File: src/sv/dpgs_pkg.sv
package dpgs_pkg;

   localparam int PATTERN_SLOTS = 8;
   localparam int DEF_MAX_STEPS = 32;

   localparam int CV_W       = 12;
   localparam int FRAC_W     = 11;
   localparam int PROD_W     = CV_W + FRAC_W;
   localparam int FRAC_SHIFT = 5;
   localparam int LERP_SHIFT = 16;
   localparam int LERP_DROP  = LERP_SHIFT - FRAC_SHIFT;

   localparam int SLOT_SHIFT   = 9;
   localparam int OFFSET_SHIFT = 8;
   localparam int SLOT_W       = 3;
   localparam int OFF_W        = CV_W - OFFSET_SHIFT;
   localparam int OFFSET_MAX   = (1 << OFF_W) - 1;

   localparam int OP_W       = 2;
   localparam int TSTEP_W    = 5;
   localparam int TLEN_W     = 6;
   localparam int MOD_IDX_W  = 3;

   localparam logic [OP_W-1:0] OP_STEP = 2'd0;
   localparam logic [OP_W-1:0] OP_BIT  = 2'd1;
   localparam logic [OP_W-1:0] OP_LEN  = 2'd2;

   localparam int MODE_W = 2;
   localparam logic [MODE_W-1:0] LM_OR    = 2'd0;
   localparam logic [MODE_W-1:0] LM_AND   = 2'd1;
   localparam logic [MODE_W-1:0] LM_XOR   = 2'd2;
   localparam logic [MODE_W-1:0] LM_LATCH = 2'd3;

   localparam int CSR_ADDR_W = 3;
   localparam int CSR_DATA_W = 32;
   localparam logic [CSR_ADDR_W-3:0] REG_LOGIC_MODE = 1'b0;

   typedef struct packed {
      logic                 capture;
      logic                 wr_bit;
      logic                 wr_len;
      logic                 mul;
      logic                 blend;
      logic                 len_load;
      logic                 mod_en;
      logic [MOD_IDX_W-1:0] mod_idx;
      logic                 mem_rd;
      logic                 finish;
   } dpgs_cmd_type;

endpackage

File: src/sv/dpgs_ctrl.sv
module dpgs_ctrl
   import dpgs_pkg::*;
#(
   parameter int MAX_STEPS = DEF_MAX_STEPS
) (
   input  logic            clock,
   input  logic            reset,
   input  logic            start,
   input  logic [OP_W-1:0] req_operation,
   output logic            busy,
   output dpgs_cmd_type    cmd
);

   localparam int SUM_W = $clog2(MAX_STEPS + OFFSET_MAX + 1);

   localparam logic [2:0] ST_IDLE = 3'd0;
   localparam logic [2:0] ST_MUL  = 3'd1;
   localparam logic [2:0] ST_ADD  = 3'd2;
   localparam logic [2:0] ST_LEN  = 3'd3;
   localparam logic [2:0] ST_MOD  = 3'd4;
   localparam logic [2:0] ST_READ = 3'd5;
   localparam logic [2:0] ST_OUT  = 3'd6;

   logic [2:0]           state_ff, state_in;
   logic [MOD_IDX_W-1:0] idx_ff, idx_in;
   logic                 accept;

   assign accept = start && (state_ff == ST_IDLE);
   assign busy   = (state_ff != ST_IDLE);

   always_comb begin
      state_in = state_ff;
      idx_in   = idx_ff;
      cmd      = '0;
      unique case (state_ff)
         ST_IDLE: begin
            cmd.capture = accept && (req_operation == OP_STEP);
            cmd.wr_bit  = accept && (req_operation == OP_BIT);
            cmd.wr_len  = accept && (req_operation == OP_LEN);
            if (cmd.capture) begin
               state_in = ST_MUL;
            end
         end
         ST_MUL: begin
            cmd.mul  = 1'b1;
            state_in = ST_ADD;
         end
         ST_ADD: begin
            cmd.blend = 1'b1;
            state_in  = ST_LEN;
         end
         ST_LEN: begin
            cmd.len_load = 1'b1;
            idx_in       = MOD_IDX_W'(SUM_W - 1);
            state_in     = ST_MOD;
         end
         ST_MOD: begin
            cmd.mod_en  = 1'b1;
            cmd.mod_idx = idx_ff;
            if (idx_ff == '0) begin
               state_in = ST_READ;
            end else begin
               idx_in = idx_ff - 1'b1;
            end
         end
         ST_READ: begin
            cmd.mem_rd = 1'b1;
            state_in   = ST_OUT;
         end
         ST_OUT: begin
            cmd.finish = 1'b1;
            state_in   = ST_IDLE;
         end
         default: begin
            state_in = ST_IDLE;
         end
      endcase
   end

   always_ff @(posedge clock) begin
      if (reset) begin
         state_ff <= ST_IDLE;
         idx_ff   <= '0;
      end else begin
         state_ff <= state_in;
         idx_ff   <= idx_in;
      end
   end

endmodule

File: src/sv/dpgs_datapath.sv
module dpgs_datapath
   import dpgs_pkg::*;
#(
   parameter int MAX_STEPS = DEF_MAX_STEPS
) (
   input  logic               clock,
   input  logic               reset,
   input  dpgs_cmd_type       cmd,
   input  logic [MODE_W-1:0]  logic_mode,
   input  logic [CV_W-1:0]    req_knob_a,
   input  logic [CV_W-1:0]    req_knob_offset,
   input  logic [CV_W-1:0]    req_knob_b,
   input  logic [CV_W-1:0]    req_cv_a,
   input  logic [CV_W-1:0]    req_cv_offset,
   input  logic [CV_W-1:0]    req_cv_b,
   input  logic               req_table_track,
   input  logic [SLOT_W-1:0]  req_table_slot,
   input  logic [TSTEP_W-1:0] req_table_step,
   input  logic               req_table_bit,
   input  logic [TLEN_W-1:0]  req_table_length,
   output logic               rsp_strobe,
   output logic               rsp_gate_a,
   output logic               rsp_gate_b,
   output logic               rsp_logic_gate
);

   localparam int STEP_W = $clog2(MAX_STEPS);
   localparam int LEN_W  = $clog2(MAX_STEPS + 1);
   localparam int SUM_W  = $clog2(MAX_STEPS + OFFSET_MAX + 1);
   localparam int CMP_W  = SUM_W + LEN_W;
   localparam int DEPTH  = PATTERN_SLOTS * MAX_STEPS;
   localparam int ADDR_W = $clog2(DEPTH);

   function automatic logic [LEN_W-1:0] eff_len(input logic [TLEN_W-1:0] stored);
      logic [LEN_W-1:0] len;
      if (stored == '0) begin
         len = LEN_W'(1);
      end else if (int'(stored) > MAX_STEPS) begin
         len = LEN_W'(MAX_STEPS);
      end else begin
         len = LEN_W'(stored);
      end
      return len;
   endfunction

   // blend lanes: 0 track A slot, 1 offset, 2 track B slot
   logic [CV_W-1:0]   knob_ff [3];
   logic [CV_W-1:0]   knob_in [3];
   logic [CV_W-1:0]   cv_ff [3];
   logic [CV_W-1:0]   cv_in [3];
   logic [CV_W-1:0]   lo_ff [3];
   logic [CV_W-1:0]   lo_in [3];
   logic [PROD_W-1:0] prod_ff [3];
   logic [PROD_W-1:0] prod_in [3];
   logic [CV_W-1:0]   inv_w [3];
   logic [CV_W-1:0]   diff_w [3];
   logic [CV_W-1:0]   val_w [3];

   logic [SLOT_W-1:0] slot_a_ff, slot_a_in;
   logic [SLOT_W-1:0] slot_b_ff, slot_b_in;
   logic [OFF_W-1:0]  off_ff, off_in;

   logic [TLEN_W-1:0] len_a_ff [PATTERN_SLOTS];
   logic [TLEN_W-1:0] len_b_ff [PATTERN_SLOTS];
   logic [LEN_W-1:0]  div_a_ff, div_a_in;
   logic [LEN_W-1:0]  div_b_ff, div_b_in;

   // remainder lanes: 0 read A, 1 read B, 2 next count A, 3 next count B
   logic [SUM_W-1:0]  rem_ff [4];
   logic [SUM_W-1:0]  rem_in [4];
   logic [LEN_W-1:0]  lane_div [4];
   logic [CMP_W-1:0]  div_sh [4];

   logic [STEP_W-1:0] cnt_a_ff, cnt_a_in;
   logic [STEP_W-1:0] cnt_b_ff, cnt_b_in;
   logic              latch_ff, latch_in;
   logic              strobe_ff;
   logic              gate_a_ff, gate_b_ff, logic_gate_ff;
   logic              new_gate;

   logic              pat_a_ff [DEPTH];
   logic              pat_b_ff [DEPTH];
   logic              bit_a_ff, bit_b_ff;
   logic [ADDR_W-1:0] wr_addr, rd_addr_a, rd_addr_b;
   logic              step_ok;

   assign knob_in[0] = cmd.capture ? req_knob_a      : knob_ff[0];
   assign knob_in[1] = cmd.capture ? req_knob_offset : knob_ff[1];
   assign knob_in[2] = cmd.capture ? req_knob_b      : knob_ff[2];
   assign cv_in[0]   = cmd.capture ? req_cv_a        : cv_ff[0];
   assign cv_in[1]   = cmd.capture ? req_cv_offset   : cv_ff[1];
   assign cv_in[2]   = cmd.capture ? req_cv_b        : cv_ff[2];

   // inv >= half: lerp(knob, full); else lerp(0, knob); frac is inv's low bits either way
   always_comb begin
      for (int i = 0; i < 3; i++) begin
         inv_w[i]  = ~cv_ff[i];
         diff_w[i] = inv_w[i][CV_W-1] ? ~knob_ff[i] : knob_ff[i];
         lo_in[i]  = cmd.mul ? (inv_w[i][CV_W-1] ? knob_ff[i] : '0) : lo_ff[i];
         prod_in[i] = cmd.mul ? PROD_W'(diff_w[i]) * PROD_W'(inv_w[i][FRAC_W-1:0])
                              : prod_ff[i];
         val_w[i]  = lo_ff[i] + CV_W'(prod_ff[i] >> LERP_DROP);
      end
   end

   assign slot_a_in = cmd.blend ? SLOT_W'(val_w[0] >> SLOT_SHIFT)   : slot_a_ff;
   assign off_in    = cmd.blend ? OFF_W'(val_w[1] >> OFFSET_SHIFT)  : off_ff;
   assign slot_b_in = cmd.blend ? SLOT_W'(val_w[2] >> SLOT_SHIFT)   : slot_b_ff;

   assign div_a_in = cmd.len_load ? eff_len(len_a_ff[slot_a_ff]) : div_a_ff;
   assign div_b_in = cmd.len_load ? eff_len(len_b_ff[slot_b_ff]) : div_b_ff;

   assign lane_div[0] = div_a_ff;
   assign lane_div[1] = div_b_ff;
   assign lane_div[2] = div_a_ff;
   assign lane_div[3] = div_b_ff;

   // restoring remainder, one quotient bit per cycle
   always_comb begin
      for (int l = 0; l < 4; l++) begin
         div_sh[l] = CMP_W'(lane_div[l]) << cmd.mod_idx;
         rem_in[l] = rem_ff[l];
         if (cmd.mod_en && (CMP_W'(rem_ff[l]) >= div_sh[l])) begin
            rem_in[l] = rem_ff[l] - SUM_W'(div_sh[l]);
         end
      end
      if (cmd.len_load) begin
         rem_in[0] = SUM_W'(cnt_a_ff) + SUM_W'(off_ff);
         rem_in[1] = SUM_W'(cnt_b_ff);
         rem_in[2] = SUM_W'(cnt_a_ff) + SUM_W'(1);
         rem_in[3] = SUM_W'(cnt_b_ff) + SUM_W'(1);
      end
   end

   assign step_ok   = (int'(req_table_step) < MAX_STEPS);
   assign wr_addr   = ADDR_W'(int'(req_table_slot) * MAX_STEPS + int'(req_table_step));
   assign rd_addr_a = ADDR_W'(int'(slot_a_ff) * MAX_STEPS + int'(rem_ff[0]));
   assign rd_addr_b = ADDR_W'(int'(slot_b_ff) * MAX_STEPS + int'(rem_ff[1]));

   always_ff @(posedge clock) begin
      if (cmd.wr_bit && step_ok && !req_table_track) begin
         pat_a_ff[wr_addr] <= req_table_bit;
      end
      if (cmd.mem_rd) begin
         bit_a_ff <= pat_a_ff[rd_addr_a];
      end
   end

   always_ff @(posedge clock) begin
      if (cmd.wr_bit && step_ok && req_table_track) begin
         pat_b_ff[wr_addr] <= req_table_bit;
      end
      if (cmd.mem_rd) begin
         bit_b_ff <= pat_b_ff[rd_addr_b];
      end
   end

   always_ff @(posedge clock) begin
      if (cmd.wr_len && !req_table_track) begin
         len_a_ff[req_table_slot] <= req_table_length;
      end
      if (cmd.wr_len && req_table_track) begin
         len_b_ff[req_table_slot] <= req_table_length;
      end
   end

   always_comb begin
      unique case (logic_mode)
         LM_OR:    new_gate = bit_a_ff | bit_b_ff;
         LM_AND:   new_gate = bit_a_ff & bit_b_ff;
         LM_XOR:   new_gate = bit_a_ff ^ bit_b_ff;
         LM_LATCH: new_gate = latch_ff ? bit_a_ff : bit_b_ff;
      endcase
   end

   assign latch_in = cmd.finish ? new_gate : latch_ff;
   assign cnt_a_in = cmd.finish ? STEP_W'(rem_ff[2]) : cnt_a_ff;
   assign cnt_b_in = cmd.finish ? STEP_W'(rem_ff[3]) : cnt_b_ff;

   always_ff @(posedge clock) begin
      for (int i = 0; i < 3; i++) begin
         knob_ff[i] <= knob_in[i];
         cv_ff[i]   <= cv_in[i];
         lo_ff[i]   <= lo_in[i];
         prod_ff[i] <= prod_in[i];
      end
      for (int l = 0; l < 4; l++) begin
         rem_ff[l] <= rem_in[l];
      end
      slot_a_ff <= slot_a_in;
      slot_b_ff <= slot_b_in;
      off_ff    <= off_in;
      div_a_ff  <= div_a_in;
      div_b_ff  <= div_b_in;
      if (cmd.finish) begin
         gate_a_ff     <= bit_a_ff;
         gate_b_ff     <= bit_b_ff;
         logic_gate_ff <= new_gate;
      end
   end

   always_ff @(posedge clock) begin
      if (reset) begin
         cnt_a_ff  <= '0;
         cnt_b_ff  <= '0;
         latch_ff  <= 1'b0;
         strobe_ff <= 1'b0;
      end else begin
         cnt_a_ff  <= cnt_a_in;
         cnt_b_ff  <= cnt_b_in;
         latch_ff  <= latch_in;
         strobe_ff <= cmd.finish;
      end
   end

   assign rsp_strobe     = strobe_ff;
   assign rsp_gate_a     = gate_a_ff;
   assign rsp_gate_b     = gate_b_ff;
   assign rsp_logic_gate = logic_gate_ff;

endmodule

File: src/sv/dual_pattern_gate_sequencer.sv
// Dual rhythm gate sequencer. Load words (pattern bit, slot length) leave
// busy low and give no result. A clock-step word keeps busy high through
// the multiply, blend, length-load, modulo, table-read and output states;
// no new word is taken until busy falls. The step counters and read
// addresses come from the remainder unit, one quotient bit per cycle for
// each of the four modulo-length lanes. rsp_strobe marks the result on
// rsp_* for one cycle, as busy falls; the receiver cannot stall it, so it
// must take every strobe. logic_mode should be written while idle.
module dual_pattern_gate_sequencer
   import dpgs_pkg::*;
#(
   parameter int MAX_STEPS = DEF_MAX_STEPS
) (
   input  logic                  clock,
   input  logic                  reset,
   input  logic                  start,
   output logic                  busy,
   input  logic [OP_W-1:0]       req_operation,
   input  logic [CV_W-1:0]       req_knob_a,
   input  logic [CV_W-1:0]       req_knob_offset,
   input  logic [CV_W-1:0]       req_knob_b,
   input  logic [CV_W-1:0]       req_cv_a,
   input  logic [CV_W-1:0]       req_cv_offset,
   input  logic [CV_W-1:0]       req_cv_b,
   input  logic                  req_table_track,
   input  logic [SLOT_W-1:0]     req_table_slot,
   input  logic [TSTEP_W-1:0]    req_table_step,
   input  logic                  req_table_bit,
   input  logic [TLEN_W-1:0]     req_table_length,
   output logic                  rsp_strobe,
   output logic                  rsp_gate_a,
   output logic                  rsp_gate_b,
   output logic                  rsp_logic_gate,
   input  logic                  psel,
   input  logic                  penable,
   input  logic                  pwrite,
   input  logic [CSR_ADDR_W-1:0] paddr,
   input  logic [CSR_DATA_W-1:0] pwdata,
   output logic [CSR_DATA_W-1:0] prdata,
   output logic                  pready
);

   dpgs_cmd_type      cmd;
   logic [MODE_W-1:0] logic_mode_ff, logic_mode_in;
   logic              csr_wr;
   logic              csr_hit;

   assign pready  = 1'b1;
   assign csr_hit = (paddr[CSR_ADDR_W-1:2] == REG_LOGIC_MODE);
   assign csr_wr  = psel && penable && pwrite && pready && csr_hit;
   assign logic_mode_in = csr_wr ? pwdata[MODE_W-1:0] : logic_mode_ff;
   assign prdata  = csr_hit ? CSR_DATA_W'(logic_mode_ff) : '0;

   always_ff @(posedge clock) begin
      if (reset) begin
         logic_mode_ff <= LM_OR;
      end else begin
         logic_mode_ff <= logic_mode_in;
      end
   end

   dpgs_ctrl #(
      .MAX_STEPS (MAX_STEPS)
   ) u_ctrl (
      .clock         (clock),
      .reset         (reset),
      .start         (start),
      .req_operation (req_operation),
      .busy          (busy),
      .cmd           (cmd)
   );

   dpgs_datapath #(
      .MAX_STEPS (MAX_STEPS)
   ) u_datapath (
      .clock            (clock),
      .reset            (reset),
      .cmd              (cmd),
      .logic_mode       (logic_mode_ff),
      .req_knob_a       (req_knob_a),
      .req_knob_offset  (req_knob_offset),
      .req_knob_b       (req_knob_b),
      .req_cv_a         (req_cv_a),
      .req_cv_offset    (req_cv_offset),
      .req_cv_b         (req_cv_b),
      .req_table_track  (req_table_track),
      .req_table_slot   (req_table_slot),
      .req_table_step   (req_table_step),
      .req_table_bit    (req_table_bit),
      .req_table_length (req_table_length),
      .rsp_strobe       (rsp_strobe),
      .rsp_gate_a       (rsp_gate_a),
      .rsp_gate_b       (rsp_gate_b),
      .rsp_logic_gate   (rsp_logic_gate)
   );

endmodule
File: config.mk
export PLATFORM = sky130hd
export DESIGN_NAME = dual_pattern_gate_sequencer
export DESIGN_NICKNAME = d
export VERILOG_FILES = /design/src/sv/dpgs_pkg.sv /design/src/sv/dpgs_ctrl.sv /design/src/sv/dpgs_datapath.sv /design/src/sv/dual_pattern_gate_sequencer.sv
export SDC_FILE = /design/constraint.sdc
export NUM_CORES = 2
export LEC_CHECK = 0
export ABC_AREA = 0
export BUFFER_PORTS_ARGS = -buffer_cell sky130_fd_sc_hd__buf_2
export CORE_UTILIZATION = 68
export CTS_CLUSTER_DIAMETER = 120
export CTS_CLUSTER_SIZE = 40
export DETAILED_ROUTE_END_ITERATION = 10
export PLACE_DENSITY = 0.86
export SLEW_MARGIN = 20
export SYNTH_ARGS = -nofsm -noshare
export SYNTH_HDL_FRONTEND = slang
export SYNTH_SLANG_ARGS = --single-unit
File: constraint.sdc
create_clock -name clock -period 16.8 [get_ports clock]
set_input_delay 2.52 -clock clock [delete_from_list [all_inputs] [get_ports clock]]
set_output_delay 2.52 -clock clock [all_outputs]
set_load 0.05 [all_outputs]
==> flow_summary_export.csv <==
group,metric,value,unit
synth,yosys_warnings,0,
timing,hold_violations,0,
synth,synth_top_family_by_area,"adder cells",
layout,drive_above_1_share,12.67,%
timing,fin_worst_skew,72.44,ps
die,die_w,268.2,um
die,io_pins,169,
synth,synthAdderAreaFrac,17.46,%
synth,syn_area_per_cell,12.81,um2
routing,drtIter0Drc,3327,
pwr,powerDensity,98.34,nW/um2
pwr,p_int,3.388,mW
clock_network,tritoncts.num_buffers,27,
synth,ys_types,66,
grt,antenna_found_initial,4,
pwr,seq_power_share,49.0,%
layout,fin_cells,4682,
timing,fmaxAchievable,146.0,MHz
die,rows,97,
layout,fillCellCount,4495,
timing,worst_slew_pin_slew,1183,ps
critical_path,worstSetupPathType,"flop to flop",
die,die_y,268.2,um
critical_path,r2r_cells,20,
placed_design,dp_slack,10070,ps
clock_network,cts_root_buffer,"clkbuf_16",
critical_path,crit_fanout,30,
clock_network,hold_buffers,0,
placed_design,place.gp.congestion,0.8961,
critical_path,end_kind,"flop",
clock_network,cts_buffer_depth,3,
critical_path,r2r_start,"u_datapath.cv_ff[0][35]",
pwr,clockPowerShare,19.2,%
placed_design,dp_cells,4630,
run_status,outcome,"complete, no violations",
critical_path,critical_path.endpoint,"u_datapath.prod_ff[0][67]",
grt,grtUsageTotal,28.48,%
synth,ys_ff_latch,829,
clock_network,cts_tree,"done",
synth,synth-compound-area-share,2.937,%
critical_path,ff2ff_setup_slack,9950,ps
timing,rsz0062_at_grt,"no",
synth,synth_top_area_cell,"edfxtp_1",
critical_path,cp.arrival,7320,ps
synth,synth-seq-area-share,51.10,%
routing,num_vias,28950,
layout,fin_util,71.60,%
die,start_util,68.81,%
synth,synth_xor_area_share,2.321,%
timing,layout_setup_ws,9951,ps
synth,netlist_area,48190,um2
layout,fin_area,50140,um2
routing,routed_via_density,6.183,
clock_network,clk_latency,680,ps
synth,synth_edf_count,802,
timing,setup_tns,0,ps
critical_path,critPathLaunchType,"flop",
pwr,p_leak,18.60,nW
timing,period_share,40.77,%
synth,synth_mux_area_share,9.747,%
critical_path,required,17270,ps
routing,dr.pass1.iters,6,
grt,grt_pass1_wl,156.5,mm
placed_design,placed_area,49210,um2
clock_network,path_clk_slew,140,ps
timing,finalCriticalPeriod,6849,ps
die,die_area,71930,um2
die,core_area,70030,um2
timing,setup_viol,0,
placed_design,hpwl,68.80,mm
clock_network,htree_levels,1,
routing,drc,0,
grt,grt_pass1_vias,29290,
pwr,swShare,31.29,%
critical_path,worstReg2RegEnd,"u_datapath.prod_ff[0][67]",
pwr,peakVddDrop,0.1209,mV
clock_network,post-cts-setup-buffer-count,0,
grt,overflow,0,
routing,routed_wl,100.9,mm
pwr,power.switching,1.543,mW
synth,synthFlopType,"edfxtp_1",
pwr,combPwrFrac,31.8,%
grt,grt_start_max_net_pins,164,
synth,synth_area_leaders,"edfxtp_1 50%, fa_1 11%, mux4_2 9.0%",
timing,slew-limit-headroom,20.94,%
critical_path,critPathLaunch,"u_datapath.cv_ff[0][35]",
placed_design,io_buffers,105,
clock_network,cts_resized,0,
timing,drv_slew,0,
routing,avgRoutedWirePerCell,21.56,um
layout,area_growth,4.045,%
routing,antenna_left,0,
clock_network,clock-sinks,829,
synth,yosys.area_share.simple,11.50,%
synth,synth_top_area_share,49.98,%
synth,async_flop_share,0,%
flow_run,maxCapViolations,0,
layout,num-nets-final,4361,
min_path,hold_path.class,"flop to flop",
synth,syn_inst,3762,
## critical path, stage by stage, from the launching register on
cell and delay (ps):
edfxtp_1 350, buf_4 380, xor2_1 850, or2_2 250
fa_1 460, fa_1 510, fa_1 560, inv_1 50
fa_1 480, inv_1 50, fa_1 490, inv_1 50
ha_1 280, o211ai_1 220, o211ai_1 170, a22o_1 220
a31o_2 240, a31oi_2 250, o21ai_1 170, or4_1 500
o311ai_1 110
## cell usage after synthesis, drive strengths merged (4+ instances only)
cell / instances
edfxtp: 802
nor2: 793
inv: 354
fa: 269
ha: 242
mux4: 192
clkbuf: 177
nand2b: 121
nand2: 111
or2: 82
a21oi: 78
xor2: 65
xnor2: 61
buf: 58
nor2b: 57
o21ai: 40
nand3: 36
a21o: 31
dfxtp: 27
mux2i: 26
nor3: 20
a31oi: 11
mux2: 10
a211oi: 8
and3: 8
o21a: 8
a31o: 6
nor4: 6
o211ai: 6
nand4: 5
o21bai: 5
o311ai: 5
o2111ai: 4
## how the worst min path moves through the flow
| stage | from | end | cells past startpoint |
|---|---|---|---|
| after global placement | u_datapath.latch_ff | u_datapath.latch_ff | 2 |
| after CTS | u_datapath.latch_ff | u_datapath.latch_ff | 2 |
| after floorplan | u_datapath.latch_ff | u_datapath.latch_ff | 2 |
| final | u_datapath.latch_ff | u_datapath.latch_ff | 2 |
| after detailed placement | u_datapath.bit_b_ff | u_datapath.rsp_gate_b | 0 |
| after global routing | u_datapath.bit_b_ff | u_datapath.rsp_gate_b | 0 |
## logic make-up (layout without fill, tap and decap cells)
group / Yosys count / count (layout)
XOR/XNOR: 126 / 126
flip-flops: 829 / 829
adder cells (fa/ha/maj): 511 / 511
AO/OA/AOI/OAI: 223 / 223
buffers and inverters: 589 / 538
AND/OR/NAND/NOR: 1254 / 1254
other: 2 / 33
multiplexers: 228 / 228
## registers in the layout, summed over array words and instances, names as in the netlist, 24 cells and up, named ones only
| name | count |
|---|---|
| u_datapath.cv_ff | 36 |
| u_datapath.knob_ff | 36 |
| u_datapath.len_a_ff | 48 |
| u_datapath.len_b_ff | 48 |
| u_datapath.lo_ff | 36 |
| u_datapath.pat_a_ff | 256 |
| u_datapath.pat_b_ff | 256 |
| u_datapath.prod_ff | 36 |
| u_datapath.rem_ff | 24 |
## cell usage in the layout, fill, tap and decap left out, drive strengths merged, types with 11 or more instances in the layout
cell type,netlist,final
inv,354,355
a21o,31,31
fa,269,269
xnor2,61,61
nand2b,121,121
buf,58,134
nor3,20,20
dfxtp,27,27
nand2,111,111
ha,242,242
conb,2,31
xor2,65,65
clkbuf,177,43
o21ai,40,40
a31oi,11,11
or2,82,82
nand3,36,36
mux2i,26,26
a21oi,78,78
mux4,192,192
edfxtp,802,802
nor2,793,793
nor2b,57,57
## final cells by class
class	count	area, um2	area share [%]
repair buffers	134	753.2	1.502
flip-flops and latches	829	24620	49.11
multi-input cells	2373	21350	42.58
clock inverters	7	163.9	0.3269
clock buffers	43	735.7	1.467
inverters	354	1329	2.650
diodes	2	5.005	0.009982
well taps	940	1176	2.346
## metal layers
metal  GRT usage (%)  up-vias  wire (um)
li1                -    12710          -
met1           37.10    14590      37440
met2           49.89     1413      51470
met3           3.482      238       8354
met4           9.483        2       3668
met5               0        -          6
## power by group through the flow
stage	clock network, mW	registers (mW)	logic, mW
after floorplan	0	2.44	1.22
after CTS	0.955	2.41	1.57
final	0.948	2.41	1.57
after global placement	0	2.46	1.48
after detailed placement	0	2.46	1.55
after global routing	1.01	2.42	1.78
## per-stage QoR
step	power, mW	hold slack (ps)
6_report	4.930	502.2
5_1_grt	5.214	523.0
4_1_cts	4.940	500.3
3_5_place_dp	4.014	479.0
3_3_place_gp	3.940	459.9
2_1_floorplan	3.657	449.7
(Power assumes the default switching activity.)
